**src/rtl/ebvs_pkg.sv**
```systemverilog
// ----------------------------------------------------------------------------
// ebvs_pkg: expert buffer victim select shared definitions
// Status codes, flag bit positions and default sizing for the victim selector.
// ----------------------------------------------------------------------------
`default_nettype none

package ebvs_pkg;

    // Default interface version after reset
    localparam logic [31:0] EB_VERSION_DEFAULT = 32'd1;

    // Flag bit positions in entry_flags
    localparam int EB_RES_BIT  = 0;
    localparam int EB_ELIG_BIT = 1;

    // Default number of slots in one batch
    localparam int EB_MAX_ENTRIES = 64;

    // Field widths fixed by the interface
    localparam int EB_FLAGS_W    = 8;
    localparam int EB_STAMP_W    = 64;
    localparam int EB_TOKEN_W    = 32;
    localparam int EB_CAP_W      = 7;
    localparam int EB_INCOMING_W = 6;
    localparam int EB_EPOCH_W    = 64;
    localparam int EB_VERSION_W  = 32;
    localparam int EB_STATUS_W   = 3;
    localparam int EB_VICTIM_W   = 6;

    typedef enum logic [EB_STATUS_W-1:0] {
        ST_INVALID = 3'd0,
        ST_HIT     = 3'd1,
        ST_ADMIT   = 3'd2,
        ST_EVICT   = 3'd3,
        ST_BLOCKED = 3'd4
    } status_t;

endpackage

`default_nettype wire

```
**src/rtl/expert_buffer_victim_select.sv**
```systemverilog
// ----------------------------------------------------------------------------
// expert_buffer_victim_select: pick an eviction victim for an expert buffer
// Scans a batch of expert-slot entries and issues one admission decision.
// ----------------------------------------------------------------------------
//
// Usage:
//   Entries of a batch arrive on the input channel (in_valid / in_ready), one
//   request per entry, in slot order from 0; is_last marks the final entry.
//   capacity, incoming, request_epoch and batch_version are sampled from the
//   first entry of each batch only. The final entry produces one decision on
//   the output channel (out_valid / out_ready); other entries produce none.
//   cfg_wr_en / cfg_wr_data write expected_version in one cycle, while idle.
// Timing:
//   One entry per cycle sustained while no final entry waits on a held
//   decision. An accepted request sits in the input register while the scan
//   state updates; for the final entry the decision is loaded into the
//   result register at that same edge. The rate is set by the update of the
//   scan state (one 64-bit stamp compare).
// Reset:
//   rst_n clears the scan state, empties both registers and sets
//   expected_version back to 1.
// Stall:
//   A held decision waits in the result register; non-final entries keep
//   flowing, and a final entry waits in the input register until the result
//   register frees up.
//
`default_nettype none

module expert_buffer_victim_select #(
    parameter int MAX_ENTRIES = ebvs_pkg::EB_MAX_ENTRIES
) (
    input  wire logic                              clk,
    input  wire logic                              rst_n,

    input  wire logic                              cfg_wr_en,
    input  wire logic [ebvs_pkg::EB_VERSION_W-1:0] cfg_wr_data,

    input  wire logic                              in_valid,
    output logic                                   in_ready,
    input  wire logic [ebvs_pkg::EB_FLAGS_W-1:0]   entry_flags,
    input  wire logic [ebvs_pkg::EB_STAMP_W-1:0]   admission_stamp,
    input  wire logic [ebvs_pkg::EB_TOKEN_W-1:0]   tokens_routed,
    input  wire logic                              is_last,
    input  wire logic [ebvs_pkg::EB_CAP_W-1:0]     capacity,
    input  wire logic [ebvs_pkg::EB_INCOMING_W-1:0] incoming,
    input  wire logic [ebvs_pkg::EB_EPOCH_W-1:0]   request_epoch,
    input  wire logic [ebvs_pkg::EB_VERSION_W-1:0] batch_version,

    output logic                                   out_valid,
    input  wire logic                              out_ready,
    output logic [ebvs_pkg::EB_STATUS_W-1:0]       status,
    output logic [ebvs_pkg::EB_VICTIM_W-1:0]       victim,
    output logic                                   victim_valid,
    output logic [ebvs_pkg::EB_EPOCH_W-1:0]        epoch_echo
);

    import ebvs_pkg::*;

    // Counter holds 0..MAX_ENTRIES, index holds 0..MAX_ENTRIES-1
    localparam int CNT_W = $clog2(MAX_ENTRIES + 1);
    localparam int IDX_W = $clog2(MAX_ENTRIES);
    localparam int CMP_W = (CNT_W > EB_CAP_W) ? CNT_W : EB_CAP_W;
    localparam int VIC_W = (IDX_W > EB_VICTIM_W) ? IDX_W : EB_VICTIM_W;
    localparam logic [CNT_W-1:0] MAX_CNT = CNT_W'(MAX_ENTRIES);

    // Configuration
    logic [EB_VERSION_W-1:0]  expected_version_reg;

    // Input register
    logic                     s1_valid_reg;
    logic [EB_FLAGS_W-1:0]    s1_flags_reg;
    logic [EB_STAMP_W-1:0]    s1_stamp_reg;
    logic                     s1_active_reg;
    logic                     s1_last_reg;
    logic [EB_CAP_W-1:0]      s1_capacity_reg;
    logic [EB_INCOMING_W-1:0] s1_incoming_reg;
    logic [EB_EPOCH_W-1:0]    s1_epoch_reg;
    logic [EB_VERSION_W-1:0]  s1_version_reg;

    // Scan state
    logic [CNT_W-1:0]         entry_index_reg,       entry_index_next;
    logic [CNT_W-1:0]         resident_count_reg,    resident_count_next;
    logic [IDX_W-1:0]         best_index_reg,        best_index_next;
    logic                     best_found_reg,        best_found_next;
    logic                     best_active_reg,       best_active_next;
    logic [EB_STAMP_W-1:0]    best_stamp_reg,        best_stamp_next;
    logic                     error_seen_reg,        error_seen_next;
    logic [EB_CAP_W-1:0]      held_capacity_reg,     held_capacity_next;
    logic [EB_INCOMING_W-1:0] held_incoming_reg,     held_incoming_next;
    logic [EB_EPOCH_W-1:0]    held_epoch_reg,        held_epoch_next;
    logic                     incoming_resident_reg, incoming_resident_next;
    logic                     incoming_active_reg,   incoming_active_next;

    // Result register
    logic                     out_valid_reg;
    status_t                  status_reg,            status_next;
    logic [EB_VICTIM_W-1:0]   victim_reg,            victim_next;
    logic                     victim_valid_reg,      victim_valid_next;
    logic [EB_EPOCH_W-1:0]    epoch_echo_reg;

    logic                     s1_adv;
    logic                     first;
    logic                     flag_res;
    logic                     flag_elig;
    logic                     flag_unknown;
    logic                     in_range;
    logic                     take_best;
    logic [VIC_W-1:0]         best_wide;

    // Advance the held entry; a final entry also needs room for its decision
    assign s1_adv   = s1_valid_reg && (!s1_last_reg || !out_valid_reg || out_ready);
    assign in_ready = !s1_valid_reg || s1_adv;

    assign first        = (entry_index_reg == '0);
    assign flag_res     = s1_flags_reg[EB_RES_BIT];
    assign flag_elig    = s1_flags_reg[EB_ELIG_BIT];
    assign flag_unknown = |s1_flags_reg[EB_FLAGS_W-1:2];
    assign in_range     = (entry_index_reg < MAX_CNT);

    // Idle beats active; within a class the later stamp wins; ties keep older
    assign take_best = !best_found_reg
                    || (!s1_active_reg && best_active_reg)
                    || ((s1_active_reg == best_active_reg)
                        && (s1_stamp_reg > best_stamp_reg));

    always_comb
    begin
        entry_index_next       = entry_index_reg;
        resident_count_next    = resident_count_reg;
        best_index_next        = best_index_reg;
        best_found_next        = best_found_reg;
        best_active_next       = best_active_reg;
        best_stamp_next        = best_stamp_reg;
        error_seen_next        = error_seen_reg;
        held_capacity_next     = held_capacity_reg;
        held_incoming_next     = held_incoming_reg;
        held_epoch_next        = held_epoch_reg;
        incoming_resident_next = incoming_resident_reg;
        incoming_active_next   = incoming_active_reg;

        // Sample the request on the first entry of the batch
        if (first)
        begin
            held_capacity_next = s1_capacity_reg;
            held_incoming_next = s1_incoming_reg;
            held_epoch_next    = s1_epoch_reg;
            if ((s1_version_reg != expected_version_reg) || (s1_capacity_reg == '0)
                || (s1_epoch_reg == '0))
            begin
                error_seen_next = 1'b1;
            end
        end

        if (!in_range)
        begin
            error_seen_next = 1'b1;
        end
        else
        begin
            priority if (flag_unknown)
            begin
                error_seen_next = 1'b1;
            end
            else if (!flag_res)
            begin
                if ((s1_flags_reg != '0) || (s1_stamp_reg != '0))
                    error_seen_next = 1'b1;
            end
            else
            begin
                if (s1_stamp_reg == '0)
                    error_seen_next = 1'b1;
                resident_count_next = resident_count_reg + CNT_W'(1);
                if (flag_elig && take_best)
                begin
                    best_index_next  = entry_index_reg[IDX_W-1:0];
                    best_active_next = s1_active_reg;
                    best_stamp_next  = s1_stamp_reg;
                    best_found_next  = 1'b1;
                end
            end
            if (CMP_W'(entry_index_reg) == CMP_W'(held_incoming_next))
            begin
                incoming_resident_next = flag_res;
                incoming_active_next   = s1_active_reg;
            end
            entry_index_next = entry_index_reg + CNT_W'(1);
        end

        // Batch-level checks on the final entry
        if (s1_last_reg)
        begin
            if ((CMP_W'(held_capacity_next) > CMP_W'(entry_index_next))
                || (CMP_W'(held_incoming_next) >= CMP_W'(entry_index_next))
                || (CMP_W'(resident_count_next) > CMP_W'(held_capacity_next))
                || !incoming_active_next)
            begin
                error_seen_next = 1'b1;
            end
        end
    end

    // Decision from the updated scan state
    assign best_wide = VIC_W'(best_index_next);

    always_comb
    begin
        status_next       = ST_INVALID;
        victim_next       = '0;
        victim_valid_next = 1'b0;
        if (!error_seen_next)
        begin
            priority if (incoming_resident_next)
            begin
                status_next = ST_HIT;
            end
            else if (CMP_W'(resident_count_next) < CMP_W'(held_capacity_next))
            begin
                status_next = ST_ADMIT;
            end
            else if (best_found_next)
            begin
                status_next       = ST_EVICT;
                victim_next       = best_wide[EB_VICTIM_W-1:0];
                victim_valid_next = 1'b1;
            end
            else
            begin
                status_next = ST_BLOCKED;
            end
        end
    end

    // Configuration register
    always_ff @(posedge clk or negedge rst_n)
    begin
        if (!rst_n)
            expected_version_reg <= EB_VERSION_DEFAULT;
        else if (cfg_wr_en)
            expected_version_reg <= cfg_wr_data;
    end

    // Input register
    always_ff @(posedge clk or negedge rst_n)
    begin
        if (!rst_n)
            s1_valid_reg <= 1'b0;
        else if (in_ready)
            s1_valid_reg <= in_valid;
    end

    always_ff @(posedge clk)
    begin
        if (in_valid && in_ready)
        begin
            s1_flags_reg    <= entry_flags;
            s1_stamp_reg    <= admission_stamp;
            s1_active_reg   <= (tokens_routed != '0);
            s1_last_reg     <= is_last;
            s1_capacity_reg <= capacity;
            s1_incoming_reg <= incoming;
            s1_epoch_reg    <= request_epoch;
            s1_version_reg  <= batch_version;
        end
    end

    // Scan state: advance per entry, clear after the final entry
    always_ff @(posedge clk or negedge rst_n)
    begin
        if (!rst_n)
        begin
            entry_index_reg       <= '0;
            resident_count_reg    <= '0;
            best_index_reg        <= '0;
            best_found_reg        <= 1'b0;
            best_active_reg       <= 1'b1;
            best_stamp_reg        <= '0;
            error_seen_reg        <= 1'b0;
            held_capacity_reg     <= '0;
            held_incoming_reg     <= '0;
            held_epoch_reg        <= '0;
            incoming_resident_reg <= 1'b0;
            incoming_active_reg   <= 1'b0;
        end
        else if (s1_adv && s1_last_reg)
        begin
            entry_index_reg       <= '0;
            resident_count_reg    <= '0;
            best_index_reg        <= '0;
            best_found_reg        <= 1'b0;
            best_active_reg       <= 1'b1;
            best_stamp_reg        <= '0;
            error_seen_reg        <= 1'b0;
            held_capacity_reg     <= '0;
            held_incoming_reg     <= '0;
            held_epoch_reg        <= '0;
            incoming_resident_reg <= 1'b0;
            incoming_active_reg   <= 1'b0;
        end
        else if (s1_adv)
        begin
            entry_index_reg       <= entry_index_next;
            resident_count_reg    <= resident_count_next;
            best_index_reg        <= best_index_next;
            best_found_reg        <= best_found_next;
            best_active_reg       <= best_active_next;
            best_stamp_reg        <= best_stamp_next;
            error_seen_reg        <= error_seen_next;
            held_capacity_reg     <= held_capacity_next;
            held_incoming_reg     <= held_incoming_next;
            held_epoch_reg        <= held_epoch_next;
            incoming_resident_reg <= incoming_resident_next;
            incoming_active_reg   <= incoming_active_next;
        end
    end

    // Result register: load on the final entry, drop when taken
    always_ff @(posedge clk or negedge rst_n)
    begin
        if (!rst_n)
            out_valid_reg <= 1'b0;
        else if (s1_adv && s1_last_reg)
            out_valid_reg <= 1'b1;
        else if (out_ready)
            out_valid_reg <= 1'b0;
    end

    always_ff @(posedge clk)
    begin
        if (s1_adv && s1_last_reg)
        begin
            status_reg       <= status_next;
            victim_reg       <= victim_next;
            victim_valid_reg <= victim_valid_next;
            epoch_echo_reg   <= held_epoch_next;
        end
    end

    assign out_valid    = out_valid_reg;
    assign status       = status_reg;
    assign victim       = victim_reg;
    assign victim_valid = victim_valid_reg;
    assign epoch_echo   = epoch_echo_reg;

`ifndef SYNTHESIS
    a_index_bound: assert property (@(posedge clk) disable iff (!rst_n)
        entry_index_reg <= MAX_CNT)
        else $error("entry index beyond batch limit");

    a_resident_bound: assert property (@(posedge clk) disable iff (!rst_n)
        resident_count_reg <= entry_index_reg)
        else $error("resident count exceeds entries seen");

    a_best_seen: assert property (@(posedge clk) disable iff (!rst_n)
        best_found_reg |-> (CNT_W'(best_index_reg) < entry_index_reg))
        else $error("victim candidate not among entries seen");

    a_victim_status: assert property (@(posedge clk) disable iff (!rst_n)
        out_valid_reg |-> (victim_valid_reg == (status_reg == ST_EVICT)))
        else $error("victim_valid disagrees with status");

    a_final_loads: assert property (@(posedge clk) disable iff (!rst_n)
        (s1_adv && s1_last_reg) |=> (out_valid_reg && (entry_index_reg == '0)))
        else $error("final entry did not produce a decision and clear the scan");
`endif

endmodule

`default_nettype wire

```
**config.mk**
```make
export PLATFORM = sky130hd
export DESIGN_NAME = expert_buffer_victim_select
export DESIGN_NICKNAME = d
export VERILOG_FILES = /design/src/rtl/ebvs_pkg.sv /design/src/rtl/expert_buffer_victim_select.sv
export SDC_FILE = /design/constraint.sdc
export NUM_CORES = 1
export LEC_CHECK = 0
export BUFFER_PORTS_ARGS = -buffer_cell sky130_fd_sc_hd__clkbuf_2
export CELL_PAD_IN_SITES_DETAIL_PLACEMENT = 2
export CELL_PAD_IN_SITES_GLOBAL_PLACEMENT = 2
export CORE_MARGIN = 2
export CORE_UTILIZATION = 38
export DETAILED_ROUTE_END_ITERATION = 6
export PLACE_DENSITY = 0.86
export SLEW_MARGIN = 30
export SYNTH_ARGS = -nofsm -noshare
export SYNTH_HDL_FRONTEND = slang
export SYNTH_SLANG_ARGS = --single-unit
```
**constraint.sdc**
```tcl
create_clock -name clk -period 7.6 [get_ports clk]
set_input_delay 0.76 -clock clk [delete_from_list [all_inputs] [get_ports clk]]
set_output_delay 0.76 -clock clk [all_outputs]
set_load 0.05 [all_outputs]
```
Word-level counts from Yosys, hierarchy flattened
Cells that the tools add are included.
{ "totals": {"inputBits": 251, "out_inout_bits": 76, "regBits": 457, "elab_cells": 148} }
{ "classes": {"n_bitwise": 1, "n_addsub": 2, "eq_ne": 4, "n_mux": 66, "reduce_logical": 40, "order_cmp": 6} }
{ "ops": {"columns": ["op", "n"], "rows": [
  ["$mux 64", 9],
  ["$logic_not 64->1", 2],
  ["$mux 7", 11],
  ["$gt 64x64->1", 1],
  ["$reduce_bool 64->1", 1],
  ["$mux 6", 9],
  ["$mux 1", 35],
  ["$ne 32x32->1", 1],
  ["$reduce_bool 32->1", 1],
  ["$add 7x1->7 const B", 2],
  ["$gt 7x7->1", 2],
  ["$logic_not 7->1", 2],
  ["$logic_or 1x1->1", 11],
  ["$reduce_bool 2->1", 5],
  ["$reduce_bool 8->1", 1],
  ["$eq 7x6->1", 1],
  ["$ge 6x7->1", 1],
  ["$lt 7x7->1", 1],
  ["$lt 7x7->1 const B", 1],
  ["$logic_and 1x1->1", 6],
  ["$logic_not 1->1", 6],
  ["$reduce_or 6->1", 1],
  ["$reduce_and 5->1", 1],
  ["$reduce_or 4->1", 1],
  ["7 further kinds", 7]
]} }

Longest topological paths before layout
{ "logic_depth": {"depth_word": 13, "ltp_mapped": 17} }

Worst setup path before layout
Ideal clock, no wire load.
{ "synth_path": {"path_type": "input to register", "start": "input out_ready", "end": "register s1_active_reg, enable pin", "t_required_ns": 7.035, "path_stages": 2, "arrival_time_ns": 5.469, "path_slack_ns": 1.567, "setup_time_ns": 0.565, "path_cell_list": "nand4b_1 and2_1"} }
{ "synth_between": {"elab_chain_cells": 4} }
{ "synth_lines": {"columns": ["item", "line_no", "source"], "rows": [
  ["start: declaration", "expert_buffer_victim_select.sv:50", "input wire logic out_ready,"],
  ["$logic_or 1x1->1", "expert_buffer_victim_select.sv:111", "assign s1_adv = s1_valid_reg && (!s1_last_reg || !out_valid_reg || out_ready);"],
  ["$logic_and 1x1->1", "expert_buffer_victim_select.sv:111", null],
  ["$logic_or 1x1->1", "expert_buffer_victim_select.sv:112", "assign in_ready = !s1_valid_reg || s1_adv;"],
  ["$logic_and 1x1->1", "expert_buffer_victim_select.sv:254", "if (in_valid && in_ready)"],
  ["end signal: assignment", "expert_buffer_victim_select.sv:258", "s1_active_reg <= (tokens_routed != '0);"],
  ["end: declaration", "expert_buffer_victim_select.sv:73", "logic s1_active_reg;"]
]} }
No other way between the ends.
A chain may end at the register's enable or synchronous reset.

Worst setup path after layout
{ "layout_path": {"start": "register entry_index_reg[1]", "end": "register victim_reg[5] (netlist: victim[5]) (data pin)"} }
{ "layout_between": {"elab_chain_cells": 10} }
{ "layout_lines": {"columns": ["item", "line_no", "source"], "rows": [
  ["start: declaration", "expert_buffer_victim_select.sv:81", "logic [CNT_W-1:0] entry_index_reg, entry_index_next;"],
  ["start signal: assignment", "expert_buffer_victim_select.sv:302", "entry_index_reg <= entry_index_next;"],
  ["parallel branches: the longest is 10 deep, another holds $add 7x1->7", null, null],
  ["end signal: assignment", "expert_buffer_victim_select.sv:333", "victim_reg <= victim_next;"],
  ["end: declaration", "expert_buffer_victim_select.sv:97", "logic [EB_VICTIM_W-1:0] victim_reg, victim_next;"]
]} }
Parallel ways; which one is timed is not known.

==> metrics.txt <==
outcome finished clean; clock root buffer master clkbuf_16; Worst Clk Skew 0.0192 ns; Sink Count 457; unrepaired setup endpoints after global routing false; TritonCTS clock tree built; final hold vios 0; htree depth 2; vias 15800; EDFF count, synth 257; critical path class reg -> reg; CP required 7.93 ns; initial antenna violation count 3; Mapped Nets 2005; DR DRC count 0; Syn Std Cell Area 20700 µm²; synthesis-to-finish area growth 19.5%; PD cells roughly 280 nW/µm²; final worst slack between 2 and 2.5 ns; routed len/inst 26.4 µm; Total GRT Usage 25.2%; clock-pin slew on the worst setup and hold paths 0.07 ns; Slew Limit Fails 0; Die ar. roughly 56000 µm²; vias in the first global route roughly 18000; Post-CTS Hold Fix Bufs 0; Rel. slew slack 35.2%; Synth warnings 0; Yosys top cell area share 37.2%; Yosys reg bits around 460; Post-DP Area 23100 µm²; Final period util 67.3%; Mapped Avg Cell Area 12.5 µm²; Critical Path AT approximately 5.5 ns; pre-CTS setup slack 2.65 ns; worst skew pair latency 0.61 ns; top-count cell post-synth edfxtp_1; layout cells sized above 1 23.5%; buffers added on ports 326; Initial Util 38.5%; Max Cap Viol 0; hold slack 0.0946 ns; post-synth cell types 66; Post-synth ARST share 43.8%; remaining global-route overflow 0; CP Max Fanout 56; min Tclk post-route 5.11 ns; chip width 238 µm; CP startpoint kind flop; sequential share of the synthesized area 61.4%; IO Pins 327; total negative slack 0 ns; Setup violations, final 0; DR iter-0 viols ~1200; post-synth top area cell edfxtp_1; Final GP Congestion 0.813; Worst setup EP type flop; Leak 10.3 nW; area of the multi-input gates 7340 µm²; final WL a little over 70000 µm; Max Clk Rate between 0.15 and 0.2 GHz; top post-synthesis cells by area edfxtp_1, dfrtp_1, ha_1; Detailed Place HPWL 47400 µm; Core ar. 53900 µm²; Mapped Cells 1665; first-pass GRT wire length 110000 µm; Register Area between 10000 and 15000 µm²; Die Y between 200 and 250 µm; maximum number of pins on one net before global-route repair 96; total CTS buffers 52; measured slew at the worst slew-check pin 0.972 ns; Max IR drop VDD between 0.15 and 0.2 mV; DRT Pass-1 Iters 6; top_reg_cell synth edfxtp_1; final instance area 24800 µm²; Hold Crit Class in -> async; Power, Total 6.96 mW; post-route ant nets 0; row count 85; nets 2302; postcts setup bufs 0; Max Root-Sink Buffers 3; Post-CTS Resized 0; Filler cells about 5400; commonest cells in the netlist edfxtp_1, nand2_1, dfrtp_1; vias per inst 5.86
-- worst paths after layout --
check	from	endpoint	slack, ns	cells after the start
worst min register to register	held_capacity_reg[6]	held_capacity_reg[6]	0.49	2
worst max-delay path	entry_index_reg[1]	victim[5]	2.49	12
worst max register to register	entry_index_reg[1]	victim[5]	2.49	12
max in group asynchronous	rst_n	held_epoch_reg[11]	6.25	2
min in group clk	request_epoch[28]	s1_epoch_reg[28]	0.33	1
worst min-delay path	rst_n	best_stamp_reg[58]	0.09	1
-- routing by layer --
layer  share of wire, %  global-route usage [%]  vias to the layer above
met1                 40                    31.1                     8298
met2                 53                    45.5                      489
li1                   -                       -                     6947
met3                4.8                    4.06                      101
met5              0.036                       0                        -
met4                2.0                    6.82                        4
-- cell families after synthesis --
| family | after synthesis | share of synthesized area (%) |
|---|---|---|
| and+or+nand+nor | 505 | 11.7 |
| DFF | 457 | 61.4 |
| AOI/OAI and AO/OA | 332 | 13.6 |
| buffers and inverters | 190 | 3.59 |
| adders and majority gates | 89 | 5.37 |
| muxes | 47 | 2.55 |
| xor gates and xnor gates | 45 | 1.90 |
-- through the flow --
step	std cells	util [%]
2_1_floorplan	1665	-
3_3_place_gp	2599	42.7
3_5_place_dp	2602	42.8
4_1_cts	2699	45.9
5_1_grt	2703	46.0
6_report	2703	46.0
-- cell usage in the layout, fill, tap and decap left out, drive strengths merged, types with 7 or more instances in the layout --
cell	Yosys	final
a32o	65	65
edfxtp	257	257
xnor2	41	41
a2111oi	7	7
nor2	16	16
o21ai	38	38
mux2	33	33
a22o	72	72
ha	89	89
clkinv	0	10
inv	89	91
nand2	252	252
nor3	80	80
buf	13	18
nand4	40	40
mux2i	14	14
and2	9	9
nor4	47	47
nand3	16	16
dfrtp	198	198
clkbuf	88	407
a221oi	7	7
a21oi	40	40
a221o	72	72
and3	8	8
-- area by class of cell --
class,count,share of cell area (%)
Inverter,89,1.36
Antenna cell,2,0.0202
Timing Repair Buffer,344,7.42
Sequential cell,457,51.3
Tap cell,696,3.51
Multi-Input combinational cell,1018,29.6
Clock buffer,81,6.02
Clock inverter,16,0.747
-- critical path, cell delays in order, from the launching register on --
cell and delay, ns:
dfrtp_1 0.52, inv_1 0.16, ha_1 0.21, or3b_2 0.51, nor2_4 0.49, buf_4 0.66
o21ai_0 0.25, ha_1 0.32, a211oi_1 0.20, o21ai_0 0.20, a221oi_1 0.47, o31ai_4 0.25
a2111oi_0 0.56
-- power breakdown --
group	switching, mW	total (mW)	leakage, nW	internal, mW
sequential	0.190	3.10	5.16	2.91
clock	1.07	2.52	0.812	1.46
combinational	0.916	1.34	4.32	0.420
(Power assumes the default switching activity.)
